`config.mk`:
```
export PLATFORM = sky130hd
export DESIGN_NAME = ordered_list_engine_unit_flat
export DESIGN_NICKNAME = d
export VERILOG_FILES = /design/src/rtl/core/ole_pkg.sv /design/src/rtl/core/ole_if.sv /design/src/rtl/core/ole_cell.sv /design/src/rtl/core/ordered_list_engine_unit.sv /design/src/flat_wrapper.sv
export VERILOG_INCLUDE_DIRS = /design/src /design/src/rtl/core
export SDC_FILE = /design/constraint.sdc
export NUM_CORES = 2
export LEC_CHECK = 0
export ABC_AREA = 1
export BUFFER_PORTS_ARGS = -buffer_cell sky130_fd_sc_hd__buf_2
export CAP_MARGIN = 5
export CORE_MARGIN = 1
export CORE_UTILIZATION = 60
export CTS_CLUSTER_SIZE = 30
export DETAILED_ROUTE_END_ITERATION = 8
export PLACE_DENSITY = 0.83
export SETUP_SLACK_MARGIN = 0.4
export SLEW_MARGIN = 0
export SYNTH_ARGS = -nofsm -noshare
export SYNTH_HDL_FRONTEND = slang
export SYNTH_HIERARCHICAL = 1
export SYNTH_SLANG_ARGS = --single-unit
```
`constraint.sdc`:
```
create_clock -name i_clk -period 11.25 [get_ports i_clk]
set_input_delay 0.5625 -clock i_clk [delete_from_list [all_inputs] [get_ports i_clk]]
set_output_delay 0.5625 -clock i_clk [all_outputs]
set_load 0.03 [all_outputs]
```
`src/rtl/core/ordered_list_engine_unit_macros.svh`:
```
// Assertion macros shared by the ordered list engine RTL.
`ifndef ORDERED_LIST_ENGINE_UNIT_MACROS_SVH
`define ORDERED_LIST_ENGINE_UNIT_MACROS_SVH

// Same-cycle implication, disabled while reset is held.
`define OLE_ASSERT_NOW(label, ante, cons, msg) \
    label: assert property (@(posedge i_clk) disable iff (!i_rst_n) (ante) |-> (cons)) \
        else $error(msg);

// Next-cycle implication, disabled while reset is held.
`define OLE_ASSERT_NEXT(label, ante, cons, msg) \
    label: assert property (@(posedge i_clk) disable iff (!i_rst_n) (ante) |=> (cons)) \
        else $error(msg);

`endif

```
`src/rtl/core/ole_pkg.sv`:
```
// Types and constants of the ordered list engine.
package ole_pkg;

    localparam int DEPTH    = 16;
    localparam int IDX_W    = (DEPTH > 1) ? $clog2(DEPTH) : 1;
    localparam int CNT_W    = $clog2(DEPTH + 1);
    localparam int DATA_W   = 32;
    localparam int ACT_W    = 3;
    localparam int POS_W    = 4;
    localparam int STAT_W   = 3;
    localparam int COUNT_W  = 5;

    typedef logic signed [DATA_W-1:0] t_data;

    typedef enum logic [ACT_W-1:0] {
        ACT_APPEND = 3'd0,
        ACT_INSERT = 3'd1,
        ACT_DELETE = 3'd2,
        ACT_CLEAR  = 3'd3,
        ACT_READ   = 3'd4
    } t_action;

    typedef enum logic [STAT_W-1:0] {
        STAT_OK        = 3'd0,
        STAT_EMPTY     = 3'd1,
        STAT_NOT_FOUND = 3'd2,
        STAT_FULL      = 3'd3,
        STAT_RANGE     = 3'd4
    } t_status;

    typedef enum logic [1:0] {
        S_IDLE,
        S_EVAL,
        S_APPLY
    } t_state;

    // Per-cell command from the sequencer.
    typedef struct packed {
        logic live;       // cell holds a valid entry
        logic eval;       // capture compare flags
        logic take_val;   // load the operand
        logic take_prev;  // shift toward the tail
        logic take_next;  // shift toward the head
    } t_cell_ctl;

    // Registered compare flags of one cell.
    typedef struct packed {
        logic stop_ins;   // insert slot is here or earlier
        logic hit_del;    // entry equals the operand
    } t_cell_flags;

endpackage

```
`src/rtl/core/ole_if.sv`:
```
// Input and output word channels of the ordered list engine.
interface ole_in_if;
    logic                        valid;
    logic                        ready;
    logic [ole_pkg::ACT_W-1:0]   action;
    ole_pkg::t_data              value;
    logic [ole_pkg::POS_W-1:0]   position;

    modport source (output valid, output action, output value, output position, input ready);
    modport sink   (input valid, input action, input value, input position, output ready);
endinterface

interface ole_out_if;
    logic                        valid;
    logic                        ready;
    logic [ole_pkg::STAT_W-1:0]  status;
    ole_pkg::t_data              read_value;
    logic [ole_pkg::COUNT_W-1:0] count;

    modport source (output valid, output status, output read_value, output count, input ready);
    modport sink   (input valid, input status, input read_value, input count, output ready);
endinterface

```
`src/rtl/core/ole_cell.sv`:
```
// One storage cell of the ordered list: an entry, its compare flags and neighbor moves.
module ole_cell (
    input  logic                 i_clk,
    input  ole_pkg::t_cell_ctl   i_ctl,
    input  ole_pkg::t_data       i_value,
    input  ole_pkg::t_data       i_prev,
    input  ole_pkg::t_data       i_next,
    output ole_pkg::t_data       o_entry,
    output ole_pkg::t_cell_flags o_flags
);
    import ole_pkg::*;

    t_data       r_entry;
    t_cell_flags r_flags;

    always_ff @(posedge i_clk) begin
        if (i_ctl.eval) begin
            r_flags.stop_ins <= !(i_ctl.live && (r_entry < i_value));
            r_flags.hit_del  <= i_ctl.live && (r_entry == i_value);
        end
        if (i_ctl.take_val) begin
            r_entry <= i_value;
        end else if (i_ctl.take_prev) begin
            r_entry <= i_prev;
        end else if (i_ctl.take_next) begin
            r_entry <= i_next;
        end
    end

    assign o_entry = r_entry;
    assign o_flags = r_flags;

endmodule

```
`src/rtl/core/ordered_list_engine_unit.sv`:
```
// Ordered list engine: a row of entry cells with a compare-then-shift sequencer.
// Each word passes from acceptance to its result through the sequencer states: idle,
// in which it is accepted; eval, in which every cell compares its entry with the
// operand and registers the outcome; and apply, in which the row shifts by one place
// where the operation calls for it and the result word is loaded into the output register.
// A waiting result does not block the next input word; a second result waits in apply until the first is taken.
// Every operation (append, sorted insert, delete first match, clear, indexed
// read) gives one result word with status, read value and the count after it.
`include "ordered_list_engine_unit_macros.svh"

module ordered_list_engine_unit (
    input  logic i_clk,
    input  logic i_rst_n,
    ole_in_if.sink    i_in,
    ole_out_if.source o_out
);
    import ole_pkg::*;

    t_state                r_state, n_state;
    logic [CNT_W-1:0]      r_used;
    logic [ACT_W-1:0]      r_act;
    t_data                 r_val;
    logic [POS_W-1:0]      r_pos;

    logic                  r_out_valid;
    logic [STAT_W-1:0]     r_status;
    t_data                 r_rd;
    logic [COUNT_W-1:0]    r_count;

    logic                  w_ready, w_eval, w_apply, w_out_free;
    logic                  w_full, w_found, w_range;

    t_cell_ctl             w_ctl   [DEPTH];
    t_cell_flags           w_flag  [DEPTH];
    t_data                 w_entry [DEPTH];
    t_data                 w_prev  [DEPTH];
    t_data                 w_next  [DEPTH];
    logic [DEPTH-1:0]      w_stop_vec, w_hit_vec, w_stop_upto, w_hit_upto, w_stop_after;

    logic [STAT_W-1:0]     n_status;
    t_data                 n_rd;
    logic [CNT_W-1:0]      n_used;

    assign w_out_free = !r_out_valid || o_out.ready;
    assign w_full     = r_used >= CNT_W'(DEPTH);
    assign w_found    = |w_hit_vec;
    assign w_range    = 32'(r_pos) >= 32'(r_used);

    // Sequencer
    always_comb begin
        n_state = r_state;
        case (r_state)
            S_IDLE:  if (i_in.valid) n_state = S_EVAL;
            S_EVAL:  n_state = S_APPLY;
            S_APPLY: if (w_out_free) n_state = S_IDLE;
            default: n_state = S_IDLE;
        endcase
    end

    always_comb begin
        w_ready = 1'b0;
        w_eval  = 1'b0;
        w_apply = 1'b0;
        case (r_state)
            S_IDLE:  w_ready = 1'b1;
            S_EVAL:  w_eval  = 1'b1;
            S_APPLY: w_apply = w_out_free;
            default: ;
        endcase
    end

    assign i_in.ready = w_ready;

    // Cell row
    for (genvar gi = 0; gi < DEPTH; gi++) begin : g_cell
        assign w_stop_vec[gi]  = w_flag[gi].stop_ins;
        assign w_hit_vec[gi]   = w_flag[gi].hit_del;
        assign w_stop_upto[gi] = |w_stop_vec[gi:0];
        assign w_hit_upto[gi]  = |w_hit_vec[gi:0];

        if (gi == 0) begin : g_head
            assign w_prev[gi]       = r_val;
            assign w_stop_after[gi] = 1'b0;
        end else begin : g_body
            assign w_prev[gi]       = w_entry[gi-1];
            assign w_stop_after[gi] = w_stop_upto[gi-1];
        end

        if (gi == DEPTH - 1) begin : g_tail
            assign w_next[gi] = '0;
        end else begin : g_link
            assign w_next[gi] = w_entry[gi+1];
        end

        always_comb begin
            w_ctl[gi]           = '0;
            w_ctl[gi].live      = CNT_W'(gi) < r_used;
            w_ctl[gi].eval      = w_eval;
            if (w_apply) begin
                case (r_act)
                    ACT_APPEND: begin
                        w_ctl[gi].take_val = !w_full && (CNT_W'(gi) == r_used);
                    end
                    ACT_INSERT: begin
                        w_ctl[gi].take_val  = !w_full && w_stop_upto[gi]
                                              && !w_stop_after[gi];
                        w_ctl[gi].take_prev = !w_full && w_stop_after[gi]
                                              && (CNT_W'(gi) <= r_used);
                    end
                    ACT_DELETE: begin
                        // close the gap behind the first match
                        w_ctl[gi].take_next = w_found && w_hit_upto[gi]
                                              && ((CNT_W + 1)'(gi + 1) < {1'b0, r_used});
                    end
                    default: ;
                endcase
            end
        end

        ole_cell u_cell (
            .i_clk   (i_clk),
            .i_ctl   (w_ctl[gi]),
            .i_value (r_val),
            .i_prev  (w_prev[gi]),
            .i_next  (w_next[gi]),
            .o_entry (w_entry[gi]),
            .o_flags (w_flag[gi])
        );
    end

    // Result of the current operation
    always_comb begin
        n_status = STAT_OK;
        n_rd     = '0;
        n_used   = r_used;
        case (r_act)
            ACT_APPEND, ACT_INSERT: begin
                if (w_full) n_status = STAT_FULL;
                else        n_used   = r_used + 1'b1;
            end
            ACT_DELETE: begin
                if (r_used == '0)  n_status = STAT_EMPTY;
                else if (!w_found) n_status = STAT_NOT_FOUND;
                else               n_used   = r_used - 1'b1;
            end
            ACT_CLEAR: n_used = '0;
            ACT_READ: begin
                if (w_range) n_status = STAT_RANGE;
                else         n_rd     = w_entry[IDX_W'(r_pos)];
            end
            default: ;
        endcase
    end

    always_ff @(posedge i_clk) begin
        if (!i_rst_n) begin
            r_state     <= S_IDLE;
            r_used      <= '0;
            r_out_valid <= 1'b0;
        end else begin
            r_state <= n_state;
            if (w_apply) begin
                r_used      <= n_used;
                r_out_valid <= 1'b1;
            end else if (o_out.ready) begin
                r_out_valid <= 1'b0;
            end
        end
    end

    // Payload registers: hold the operand and the result word
    always_ff @(posedge i_clk) begin
        if (i_in.valid && w_ready) begin
            r_act <= i_in.action;
            r_val <= i_in.value;
            r_pos <= i_in.position;
        end
        if (w_apply) begin
            r_status <= n_status;
            r_rd     <= n_rd;
            r_count  <= COUNT_W'(n_used);
        end
    end

    assign o_out.valid      = r_out_valid;
    assign o_out.status     = r_status;
    assign o_out.read_value = r_rd;
    assign o_out.count      = r_count;

    `OLE_ASSERT_NOW(a_used_bound, 1'b1, r_used <= CNT_W'(DEPTH), "entry count above depth")
    `OLE_ASSERT_NEXT(a_accept_eval, i_in.valid && i_in.ready, r_state == S_EVAL, "accepted word not evaluated")
    `OLE_ASSERT_NEXT(a_apply_out, w_apply, r_out_valid, "applied word gave no result")
    `OLE_ASSERT_NEXT(a_insert_grow, w_apply && (r_act == ACT_INSERT) && !w_full, r_used == CNT_W'($past(r_used) + 1'b1), "insert did not grow the list")

endmodule

```
`src/flat_wrapper.sv`:
```
// flat-port wrapper written by rule: the top's interface ports become plain ports
module ordered_list_engine_unit_flat import ole_pkg::*;
  (i_clk, i_rst_n, i_in_valid, i_in_action, i_in_value, i_in_position, i_in_ready, o_out_valid, o_out_status, o_out_read_value, o_out_count, o_out_ready);
  ole_in_if i_in_i ();
  ole_out_if o_out_i ();
  input  logic i_clk;
  input  logic i_rst_n;
  input wire logic [$bits(i_in_i.valid)-1:0] i_in_valid;
  input wire logic [$bits(i_in_i.action)-1:0] i_in_action;
  input wire logic [$bits(i_in_i.value)-1:0] i_in_value;
  input wire logic [$bits(i_in_i.position)-1:0] i_in_position;
  output wire logic [$bits(i_in_i.ready)-1:0] i_in_ready;
  output wire logic [$bits(o_out_i.valid)-1:0] o_out_valid;
  output wire logic [$bits(o_out_i.status)-1:0] o_out_status;
  output wire logic [$bits(o_out_i.read_value)-1:0] o_out_read_value;
  output wire logic [$bits(o_out_i.count)-1:0] o_out_count;
  input wire logic [$bits(o_out_i.ready)-1:0] o_out_ready;
  assign i_in_i.valid = i_in_valid;
  assign i_in_i.action = i_in_action;
  assign i_in_i.value = i_in_value;
  assign i_in_i.position = i_in_position;
  assign i_in_ready = i_in_i.ready;
  assign o_out_valid = o_out_i.valid;
  assign o_out_status = o_out_i.status;
  assign o_out_read_value = o_out_i.read_value;
  assign o_out_count = o_out_i.count;
  assign o_out_i.ready = o_out_ready;
  ordered_list_engine_unit u_core (.i_clk(i_clk), .i_rst_n(i_rst_n), .i_in(i_in_i), .o_out(o_out_i));
endmodule
```
==> run_results.csv <==
group,metric,value,unit
outcome,status,"complete, but fails checks",
outcome,violations,"DRC, capacitance limit, slew limit",
synth,syn_area_per_cell,8.03,um^2
cts,h-tree-depth,3,
finish,area_growth,7.37,%
synth,synthCells,6181,
routing,dr.pass1.iters,9,
min_path,hold_end,"u_core/r_val[30]$_DFFE_PP_",
finish,final_layout_size_suffix_gt1_frac,0.0886,
pwr,combPwrFrac,0.138,
placed_design,dp_slack,7.19,ns
timing,setup_tns,0,ns
timing,fin_ws,6.93,ns
finish,layout.cells.most_common,"nand2_1",
critical_path,crit_arrival,4.79,ns
die,core_area,82000,um^2
timing,worstMarginPinSlew,1.56,ns
timing,post-route-min-period,4.32,ns
critical_path,startpoint_type,"flop",
pwr,power_density,112,nW/um^2
timing,grt_setup_unrepaired,"no",
pwr,peakVddDrop,0.115,mV
cts,cts_resized,0,
timing,finalSetupViolCount,0,
global_route,grt_max_degree,206,
placed_design,hpwlAfterDp,130000,um
critical_path,r2r_slack,6.93,ns
placed_design,portBuffers,84,
critical_path,r2r_start,"u_core/r_pos[0]$_DFFE_PP_",
global_route,antenna_found_initial,6,
cts,cts_buffers,74,
synth,async_reset_ff_frac,0,
timing,post-route-period-util,0.384,
synth,yosys_warnings,6,
pwr,clkPwrFrac,0.419,
die,rows,105,
cts,clkSlewWorstSetupHoldPaths,0.06,ns
routing,vias_per_cell,6.56,
min_path,hold_class,"input port to flop",
die,die_w,290,um
cts,clk_latency,0.64,ns
routing,drt_iter0_drc,7022,
pwr,switchingPower,1.68,mW
routing,wl_per_cell,24.8,um
cts,post_cts_buffers,0,
synth,netlist.area_leader.share,0.377,
cts,root_buffer,"clkbuf_16",
cts,clock_path_buffers,3,
timing,max_freq,232,MHz
synth,synth_area,49600,um^2
cts,clock_sinks,631,
synth,synth_edf_count,623,
placed_design,gp_congestion,1.03,
finish,n_fill_cell,6819,
critical_path,critPathTopFamily,"buffers and inverters",
synth,synth_top_area_cell,"edfxtp_1",
finish,final_area,53300,um^2
critical_path,reg2reg_depth,12,
timing,slew_headroom,-0.0465,
pwr,p_int,4.26,mW
placed_design,place_inst,7121,
timing,hold_slack,0.109,ns
critical_path,crit_chain,"inv_8 -> buf_4 -> buf_4 -> buf_4 -> nor2_1 -> nor2_1 -> o21ai_1 -> o211ai_1 -> o21ai_1 -> nand2_1 -> nand2_1 -> nor2_1",
finish,multiInputGateArea,26700,um^2
timing,skew,0.0354,ns
cts,cts_tree,"yes",
cts,postCtsHoldBufs,0,
min_path,holdCritStartpoint,"i_in_value[30]",
global_route,grt_pass1_wl,270000,um
critical_path,reg2reg_to,"u_core/o_out.read_value[20]$_SDFFCE_PP0P_",
timing,drv_slew,3,
die,die_area,83800,um^2
finish,layout.nets,6691,
finish,fin_cells,7257,
finish,layout.area.seq,18900,um^2
finish,layout_common_cells,"1218 x nand2_1, 745 x a21oi_1, 662 x inv_1",
critical_path,crit_path_top_delay_cell,"buf_4",
finish,fin_util,0.650,
die,io_pins,85,
synth,synth.distinct_cells,48,
synth,ys_ff_latch,631,
pwr,p_leak,24.9,nW
timing,hold_viol_final,0,
synth,synth_ff_type,"edfxtp_1",
critical_path,cp.required,11.72,ns
synth,yosys-top-cells-area,"edfxtp_1 38%, ha_1 13%, nand2_1 9.2%",
critical_path,end_kind,"flop",
critical_path,crit_fanout,77,
critical_path,path_buf_inv,4,
global_route,grt_use_total,0.426,
critical_path,crit_type,"flop to flop",
placed_design,dpl-instance-area,50800,um^2
pwr,p_sw_frac,0.283,
global_route,grt_pass1_vias,44500,
routing,vias,47600,
pwr,power.total,5.94,mW
routing,ant_nets,0,
critical_path,max_stage_delay,0.82,ns
global_route,gr-total-overflow,0,
routing,drc,1,
die,initial_core_util,0.605,
pwr,p_seq_frac,0.443,
routing,routed_wl,180000,um
die,die_h,290,um
run,drv_cap,1,
min_path,min_path_cells,1,
synth,synth_seq_area_share,0.380,
[registers in the layout, indices dropped and copies added, names as in the netlist]
signal and count:
u_core/g_cell.u_cell/o_entry 512, u_core/g_cell.u_cell/o_flags 32, u_core/o_out.count 5, u_core/o_out.read_value 32
u_core/o_out.status 3, u_core/o_out.valid 1, u_core/r_act 3, u_core/r_pos 4
u_core/r_state 2, u_core/r_used 5, u_core/r_val 32
[synth_stat cells (67+ instances only)]
cell type	n
o21ai_0	230
clkbuf_1	84
ha_1	521
o21ai_1	205
nor2_1	608
inv_1	663
nand3_1	91
a22oi_1	496
buf_1	67
buf_2	168
nand2_1	1218
a21oi_1	754
edfxtp_1	623
[per-layer routing]
metal	track usage	up-vias	wire [um]
met5	0	-	54
met4	0.290	8	14600
met3	0.139	736	26900
met2	0.621	3482	74500
met1	0.539	22000	64300
li1	-	21400	-
[cell families (layout without fill, tap and decap cells)]
| family | count (synthesis) | in the layout | share of synthesized area |
|---|---|---|---|
| AND/OR/NAND/NOR | 2131 | 2131 | 0.183 |
| AO/OA/AOI/OAI | 1821 | 1821 | 0.216 |
| buffers and inverters | 1073 | 1045 | 0.0881 |
| flip-flops | 631 | 631 | 0.380 |
| adder cells (fa/ha/maj) | 521 | 521 | 0.131 |
| XOR/XNOR | 3 | 3 | 0.000530 |
| other | 1 | 35 | 0.0000756 |
[power by group through the flow]
stage                     Combinational (mW)  Clock [mW]  Sequential (mW)
after floorplan                        0.510           0             2.68
after global placement                 0.757           0             2.67
after CTS                              0.786        2.50             2.63
final                                  0.822        2.49             2.63
after global routing                   0.894        2.58             2.63
after detailed placement               0.779           0             2.68
[how the worst max path moves through the flow]
stage                                    startpoint                                         to  slack, ns  depth (start not counted)
final                     u_core/r_pos[0]$_DFFE_PP_  u_core/o_out.read_value[20]$_SDFFCE_PP0P_       6.93                         12
after global placement    u_core/r_pos[0]$_DFFE_PP_  u_core/o_out.read_value[10]$_SDFFCE_PP0P_       7.30                         12
after floorplan                          i_in_valid                  u_core/r_act[0]$_DFFE_PP_       7.50                          2
after global routing      u_core/r_pos[0]$_DFFE_PP_  u_core/o_out.read_value[12]$_SDFFCE_PP0P_       6.78                         12
after CTS                 u_core/r_pos[0]$_DFFE_PP_  u_core/o_out.read_value[20]$_SDFFCE_PP0P_       7.09                         12
after detailed placement  u_core/r_pos[0]$_DFFE_PP_  u_core/o_out.read_value[19]$_SDFFCE_PP0P_       7.19                         12
[cell type report]
cell class,instances,share of cell area
diodes,2,0.0000939
multi-input cells,4509,0.502
well taps,1070,0.0251
clock inverters,41,0.00693
clock buffers,93,0.0385
inverters,735,0.0520
flip-flops and latches,631,0.354
repair buffers,176,0.0211
(Power assumes the default switching activity.)
